## src/hw/rtl/psv_pkg.sv

```systemverilog
// ----------------------------------------------------------------------------
// psv_pkg
// Shared types and constants for the plucked string voice: datapath command
// codes, controller states, control and status bundles, fixed coefficients.
// ----------------------------------------------------------------------------
package psv_pkg;

  // multiplier operand, product and accumulator widths
  localparam int MUL_W = 20;
  localparam int PRD_W = 2 * MUL_W;
  localparam int ACC_W = 2 * MUL_W + 1;
  // divider divisor width
  localparam int DEN_W = 20;

  // configuration register indexes
  localparam logic [2:0] CFG_DAMPING    = 3'd0;
  localparam logic [2:0] CFG_DECAY      = 3'd1;
  localparam logic [2:0] CFG_STRETCH    = 3'd2;
  localparam logic [2:0] CFG_BRIGHTNESS = 3'd3;
  localparam logic [2:0] CFG_EXC_TYPE   = 3'd4;

  // exciter kinds
  localparam logic [1:0] EXC_NOISE  = 2'd0;
  localparam logic [1:0] EXC_BRIGHT = 2'd1;
  localparam logic [1:0] EXC_SAW    = 2'd2;
  localparam logic [1:0] EXC_SINE   = 2'd3;

  // coefficients
  localparam logic [31:0] NOISE_SEED = 32'd54321;
  localparam logic [16:0] LP_BASE    = 17'd32768;
  localparam logic [16:0] LP_SPAN    = 17'd29491;
  localparam logic [16:0] G_BASE     = 17'd58982;
  localparam logic [16:0] G_SPAN     = 17'd6488;
  localparam logic [16:0] MIX_LP     = 17'd19661;
  localparam logic [16:0] UNITY      = 17'd65536;
  localparam logic [16:0] SIN_K3     = 17'd2320;
  localparam logic [16:0] SIN_K2     = 17'd21024;
  localparam logic [16:0] SIN_K1     = 17'd51472;
  localparam logic [16:0] SAW_OFS    = 17'd32768;

  // datapath operations
  typedef enum logic [5:0] {
    OP_NONE, OP_LOAD, OP_NOTE_OUT,
    OP_DRAW_S, OP_DRAW_T, OP_DRAW_AVG, OP_BRIGHT,
    OP_SAW_MOD, OP_SAW_DIV, OP_SAW_S,
    OP_SIN_DIV, OP_SIN_X, OP_SIN_X2, OP_SIN_Y1, OP_SIN_Y3, OP_SIN_Y5, OP_ZERO_S,
    OP_MIX_A, OP_MIX_B, OP_MIX_C,
    OP_ENV_DIV, OP_ENV_S, OP_ENV_G,
    OP_RD0, OP_RD1, OP_DLY0, OP_DLY1,
    OP_LPC, OP_LP0, OP_LP1, OP_AP0, OP_AP1, OP_FB0, OP_FB1, OP_G, OP_WB
  } dp_op_t;

  // controller states
  typedef enum logic [5:0] {
    S_IDLE, S_NOTE_OUT, S_TICK,
    S_DRAW_S, S_DRAW_T, S_DRAW_AVG, S_BRIGHT,
    S_SAW_MOD, S_SAW_MOD_W, S_SAW_DIV, S_SAW_DIV_W, S_SAW_S,
    S_SIN_DIV, S_SIN_DIV_W, S_SIN_X, S_SIN_X2, S_SIN_Y1, S_SIN_Y3, S_SIN_Y5, S_ZERO_S,
    S_MIX_A, S_MIX_B, S_MIX_C,
    S_ENV_DIV, S_ENV_DIV_W, S_ENV_S, S_ENV_G,
    S_RD0, S_RD1, S_DLY0, S_DLY1,
    S_LPC, S_LP0, S_LP1, S_AP0, S_AP1, S_FB0, S_FB1, S_G, S_WB
  } ctl_state_t;

  typedef struct packed {
    dp_op_t op;
  } cmd_t;

  typedef struct packed {
    logic       inj_ok;
    logic [1:0] exc_type;
    logic       period_zero;
    logic       div_busy;
    logic       out_hold;
  } status_t;

  // unsigned value into a signed multiplier operand
  function automatic logic signed [MUL_W-1:0] uop(input logic [16:0] v);
    return signed'(MUL_W'(v));
  endfunction

endpackage

```

## src/hw/rtl/psv_ctrl.sv

```systemverilog
// ----------------------------------------------------------------------------
// psv_ctrl
// Sequencer for the voice: walks one item through excitation, delay read,
// filters and write-back, issuing at most one datapath operation per state.
// ----------------------------------------------------------------------------
module psv_ctrl (
  input  logic             clk,
  input  logic             rst_n,
  input  logic             in_valid,
  input  logic             in_op,
  output logic             in_stall,
  input  psv_pkg::status_t sts,
  output psv_pkg::cmd_t    cmd
);
  import psv_pkg::*;

  ctl_state_t state_r, state_nxt;

  // state register
  always_ff @(posedge clk) begin
    if (!rst_n) begin
      state_r <= S_IDLE;
    end else begin
      state_r <= state_nxt;
    end
  end

  // next state and commands
  always_comb begin
    state_nxt = state_r;
    cmd.op    = OP_NONE;
    in_stall  = 1'b1;
    case (state_r)
      S_IDLE: begin
        in_stall = 1'b0;
        if (in_valid) begin
          cmd.op    = OP_LOAD;
          state_nxt = in_op ? S_NOTE_OUT : S_TICK;
        end
      end
      S_NOTE_OUT: begin
        if (!sts.out_hold) begin
          cmd.op    = OP_NOTE_OUT;
          state_nxt = S_IDLE;
        end
      end
      S_TICK: begin
        if (!sts.inj_ok) begin
          state_nxt = S_RD0;
        end else begin
          case (sts.exc_type)
            EXC_NOISE:  state_nxt = S_DRAW_S;
            EXC_BRIGHT: state_nxt = S_DRAW_T;
            EXC_SAW:    state_nxt = S_SAW_MOD;
            EXC_SINE:   state_nxt = sts.period_zero ? S_ZERO_S : S_SIN_DIV;
            default:    state_nxt = S_RD0;
          endcase
        end
      end
      // noise kinds
      S_DRAW_S:   begin cmd.op = OP_DRAW_S;   state_nxt = S_MIX_A;    end
      S_DRAW_T:   begin cmd.op = OP_DRAW_T;   state_nxt = S_DRAW_AVG; end
      S_DRAW_AVG: begin cmd.op = OP_DRAW_AVG; state_nxt = S_BRIGHT;   end
      S_BRIGHT:   begin cmd.op = OP_BRIGHT;   state_nxt = S_MIX_A;    end
      // saw
      S_SAW_MOD:  begin cmd.op = OP_SAW_MOD;  state_nxt = S_SAW_MOD_W; end
      S_SAW_MOD_W: begin
        if (!sts.div_busy) state_nxt = S_SAW_DIV;
      end
      S_SAW_DIV:  begin cmd.op = OP_SAW_DIV;  state_nxt = S_SAW_DIV_W; end
      S_SAW_DIV_W: begin
        if (!sts.div_busy) state_nxt = S_SAW_S;
      end
      S_SAW_S:    begin cmd.op = OP_SAW_S;    state_nxt = S_MIX_A; end
      // sine burst
      S_SIN_DIV:  begin cmd.op = OP_SIN_DIV;  state_nxt = S_SIN_DIV_W; end
      S_SIN_DIV_W: begin
        if (!sts.div_busy) state_nxt = S_SIN_X;
      end
      S_SIN_X:    begin cmd.op = OP_SIN_X;    state_nxt = S_SIN_X2; end
      S_SIN_X2:   begin cmd.op = OP_SIN_X2;   state_nxt = S_SIN_Y1; end
      S_SIN_Y1:   begin cmd.op = OP_SIN_Y1;   state_nxt = S_SIN_Y3; end
      S_SIN_Y3:   begin cmd.op = OP_SIN_Y3;   state_nxt = S_SIN_Y5; end
      S_SIN_Y5:   begin cmd.op = OP_SIN_Y5;   state_nxt = S_MIX_A;  end
      S_ZERO_S:   begin cmd.op = OP_ZERO_S;   state_nxt = S_MIX_A;  end
      // brightness mix and envelope
      S_MIX_A:    begin cmd.op = OP_MIX_A;    state_nxt = S_MIX_B;  end
      S_MIX_B:    begin cmd.op = OP_MIX_B;    state_nxt = S_MIX_C;  end
      S_MIX_C:    begin cmd.op = OP_MIX_C;    state_nxt = S_ENV_DIV; end
      S_ENV_DIV:  begin cmd.op = OP_ENV_DIV;  state_nxt = S_ENV_DIV_W; end
      S_ENV_DIV_W: begin
        if (!sts.div_busy) state_nxt = S_ENV_S;
      end
      S_ENV_S:    begin cmd.op = OP_ENV_S;    state_nxt = S_ENV_G; end
      S_ENV_G:    begin cmd.op = OP_ENV_G;    state_nxt = S_RD0;   end
      // string loop
      S_RD0:      begin cmd.op = OP_RD0;      state_nxt = S_RD1;  end
      S_RD1:      begin cmd.op = OP_RD1;      state_nxt = S_DLY0; end
      S_DLY0:     begin cmd.op = OP_DLY0;     state_nxt = S_DLY1; end
      S_DLY1:     begin cmd.op = OP_DLY1;     state_nxt = S_LPC;  end
      S_LPC:      begin cmd.op = OP_LPC;      state_nxt = S_LP0;  end
      S_LP0:      begin cmd.op = OP_LP0;      state_nxt = S_LP1;  end
      S_LP1:      begin cmd.op = OP_LP1;      state_nxt = S_AP0;  end
      S_AP0:      begin cmd.op = OP_AP0;      state_nxt = S_AP1;  end
      S_AP1:      begin cmd.op = OP_AP1;      state_nxt = S_FB0;  end
      S_FB0:      begin cmd.op = OP_FB0;      state_nxt = S_FB1;  end
      S_FB1:      begin cmd.op = OP_FB1;      state_nxt = S_G;    end
      S_G:        begin cmd.op = OP_G;        state_nxt = S_WB;   end
      S_WB: begin
        if (!sts.out_hold) begin
          cmd.op    = OP_WB;
          state_nxt = S_IDLE;
        end
      end
      default: state_nxt = S_IDLE;
    endcase
  end

endmodule

```

## config.mk

```make
export PLATFORM = sky130hd
export DESIGN_NAME = psv_ctrl
export DESIGN_NICKNAME = d
export VERILOG_FILES = /design/src/hw/rtl/psv_pkg.sv /design/src/hw/rtl/psv_ctrl.sv
export SDC_FILE = /design/constraint.sdc
export NUM_CORES = 1
export LEC_CHECK = 0
export ABC_CLOCK_PERIOD_IN_PS = 3580
export BUFFER_PORTS_ARGS = -buffer_cell sky130_fd_sc_hd__buf_4
export CELL_PAD_IN_SITES_DETAIL_PLACEMENT = 1
export CELL_PAD_IN_SITES_GLOBAL_PLACEMENT = 1
export CORE_ASPECT_RATIO = 1.5
export CORE_MARGIN = 1.5
export CORE_UTILIZATION = 42
export DETAILED_ROUTE_END_ITERATION = 10
export PLACE_DENSITY = 0.86
export SYNTH_ARGS = -nofsm -noshare
export SYNTH_HDL_FRONTEND = slang
export SYNTH_SLANG_ARGS = --single-unit
```

## constraint.sdc

```tcl
create_clock -name clk -period 3.58 [get_ports clk]
set_input_delay 0.537 -clock clk [delete_from_list [all_inputs] [get_ports clk]]
set_output_delay 0.537 -clock clk [all_outputs]
set_load 0.005 [all_outputs]
```

==> impl_metrics.csv <==
group,metric,value,unit
outcome,status,"complete, no violations",
timing,worstMarginPinSlew,0.986,ns
placement,gp_congestion,0.799,
timing,hold_viol_final,0,
timing,fmax,0.343,GHz
die,start_util,43.8,%
grt,grt_pass1_wl,5.18,mm
detailed_routing,drt_iter0_markers,29,
clock_network,clockBufferDepth,2,
logic_synthesis,syn_avg_cell_area,6.83,sq um
placement,dp_slack,0.965,ns
die,die_w,42.0,um
hold_path,hold-path-cell-count,2,
detailed_routing,drt_pass1_iterations,4,
clock_network,cts_tree,"yes",
layout,num-nets-final,156,
logic_synthesis,ys_ff_latch,6,
critical_path,worst-r2r-cell-count,4,
hold_path,min_to,"state_r[5]",
clock_network,numCtsBuffers,3,
critical_path,cp.arrival,2.38,ns
clock_network,ctsHoldBuffers,0,
clock_network,cts_setup_buffers,0,
logic_synthesis,synthesis.area,956,sq um
clock_network,clk_pin_slew,0.05,ns
logic_synthesis,ys_top_cells_by_area,"dfxtp_1 (13%), a31oi_1 (4.6%), clkbuf_1 (4.3%)",
critical_path,cp_max_fo,30,
timing,rsz0062_at_grt,"false",
power_and_ir_drop,p_per_area,773,nW/um^2
layout,top_regs,"state_r x6",
logic_synthesis,yosysUniqueCellTypes,48,
timing,relSlewSlack,34.2,%
logic_synthesis,yosys_warnings,0,
critical_path,r2r_setup_slack,1.25,ns
clock_network,cts_root_buf,"clkbuf_4",
grt,grt_max_degree,31,
timing,finalMaxSlewViolations,0,
logic_synthesis,synth_edf_count,0,
layout,finish.utilization,48.9,%
layout,insertedDiodeCount,0,
hold_path,hold_start,"rst_n",
die,die_h,61.4,um
power_and_ir_drop,peakVddDrop,283,uV
layout,regMostFlops,"state_r",
clock_network,clock_latency,0.24,ns
logic_synthesis,yosysSeqAreaShare,12.6,%
timing,layout_setup_ws,0.665,ns
critical_path,r2r-start,"state_r[3]",
timing,min_period_over_period,81.4,%
layout,largest_reg_flops,6,
critical_path,critPathKind,"register to primary output",
critical_path,cp.required,3.04,ns
placement,hpwlAfterDp,2.24,mm
timing,setup-tns-final,0,ns
run,max_cap_violations,0,
timing,skew,0.00154,ns
layout,drive_gt1_share,20.1,%
timing,setup_viol,0,
detailed_routing,wl_per_cell,18.5,um
timing,hold-worst-slack,0.524,ns
critical_path,end_kind,"primary output",
critical_path,start_kind,"register",
grt,grt_antenna_before_repair,0,
detailed_routing,remaining_drc_errors,0,
die,ios,17,
clock_network,postCtsResizedCells,0,
layout,area_growth,11.5,%
die,die-area,2580,sq um
die,core,2180,sq um
logic_synthesis,netlist.area_leader.share,12.6,%
clock_network,cts_sinks,6,
hold_path,hp-class,"primary input to register",
clock_network,htree_levels,1,
grt,overflow,0,
detailed_routing,ant_nets,0,
timing,period_minus_slack,2.92,ns
logic_synthesis,synthCells,140,
critical_path,r2r_end,"state_r[2]",
die,fp-row-count,21,
placement,io_buffer_count,16,
grt,grt_pass1_vias,1044,
logic_synthesis,synthFlopType,"dfxtp_1",
detailed_routing,vias,1129,
logic_synthesis,syn_nets,150,
logic_synthesis,synth_top_cell_by_area,"dfxtp_1",
detailed_routing,via_per_inst,6.76,
detailed_routing,routed_wl,3.08,mm
logic_synthesis,synth_async_sr_flop_share,0,%
grt,track_usage,26.5,%
critical_path,critPathLaunch,"state_r[2]",
power_and_ir_drop,leakage,0.378,nW
[where the power goes]
group / total (mW) / internal, mW / switching, mW
logic: 0.555 / 0.278 / 0.277
registers: 0.206 / 0.0881 / 0.117
clock network: 0.0631 / 0.0380 / 0.0251
[cells in the mapped netlist, types with 2 or more instances]
master / n
clkbuf_1: 11
nor2_1: 10
nand2_1: 8
a31oi_1: 7
dfxtp_1: 6
nand2b_1: 6
nor2b_1: 5
o21a_1: 5
a211oi_1: 4
buf_2: 4
inv_1: 4
nand3_1: 4
nor3_1: 4
o21ai_0: 4
o32ai_1: 4
a21oi_1: 3
a311oi_1: 3
inv_2: 3
o211ai_1: 3
o22ai_1: 3
o31a_1: 3
a2111oi_0: 2
a21o_1: 2
a221oi_1: 2
a2bb2oi_1: 2
and3_1: 2
nor4_1: 2
o2111ai_1: 2
o21ai_1: 2
or3b_2: 2
[layout by cell type (no fill, tap or decap), types with 2 or more instances in the layout]
cell,instances
buf_4,18
nor2_1,10
nand2_1,8
a31oi_1,7
nand2b_1,6
dfxtp_1,6
o21a_1,5
nor2b_1,5
o32ai_1,4
a211oi_1,4
inv_1,4
nand3_1,4
nor3_1,4
o21ai_0,4
a21oi_1,3
inv_2,3
o22ai_1,3
o31a_1,3
o211ai_1,3
a311oi_1,3
clkbuf_4,3
a2bb2oi_1,2
o21ai_1,2
and3_1,2
nor4_1,2
o2111ai_1,2
a21o_1,2
a221oi_1,2
or3b_2,2
a2111oi_0,2
[metal layers]
layer  wire length, um  up-vias  global-route usage [%]
li1                  -      550                       -
met5                 0        -                       0
met3               102        6                    2.35
met1              1340      551                    31.7
met2              1570       22                    47.3
met4                80        0                    14.3
[worst max-delay path, stage by stage, from the launching register on]
cell	delay, ns
dfxtp_1	0.96
inv_2	0.20
o31a_1	0.35
o31a_1	0.29
o221ai_1	0.18
buf_4	0.15
[final cells by class]
class                           instances  area, sq um
Sequential cell                         6          120
Clock buffer                            3         22.5
Multi-Input combinational cell        110          733
Timing Repair Buffer                   18          135
Fill cell                             308         1110
Inverter                                7         26.3
Tap cell                               23         28.8
[kinds of logic (layout without fill, tap and decap cells)]
| family | after synthesis | count (layout) | synth area share [%] |
|---|---|---|---|
| compound gates | 56 | 56 | 43.2 |
| xor+xnor | 2 | 2 | 1.83 |
| fa+ha+maj | 1 | 1 | 1.05 |
| buf+inv | 24 | 28 | 10.7 |
| flops | 6 | 6 | 12.6 |
| mux | 1 | 1 | 1.18 |
| simple gates | 50 | 50 | 29.5 |
[how the worst max path moves through the flow]
stage               endpoint  slack [ns]  cells after the start
floorplan             cmd[2]        1.36                      6
global placement      cmd[1]        1.07                      5
detailed placement    cmd[1]        0.96                      5
CTS                   cmd[1]        0.69                      5
global route          cmd[1]        0.57                      5
finish                cmd[1]        0.66                      5
[through the flow]
step | total power [mW] | cell area (sq um) | instances
floorplan | 0.596 | 956 | 140
global placement | 0.724 | 1040 | 164
detailed placement | 0.755 | 1040 | 164
CTS | 0.824 | 1070 | 167
global route | 0.899 | 1070 | 167
finish | 0.824 | 1070 | 167
(Power assumes the default switching activity.)
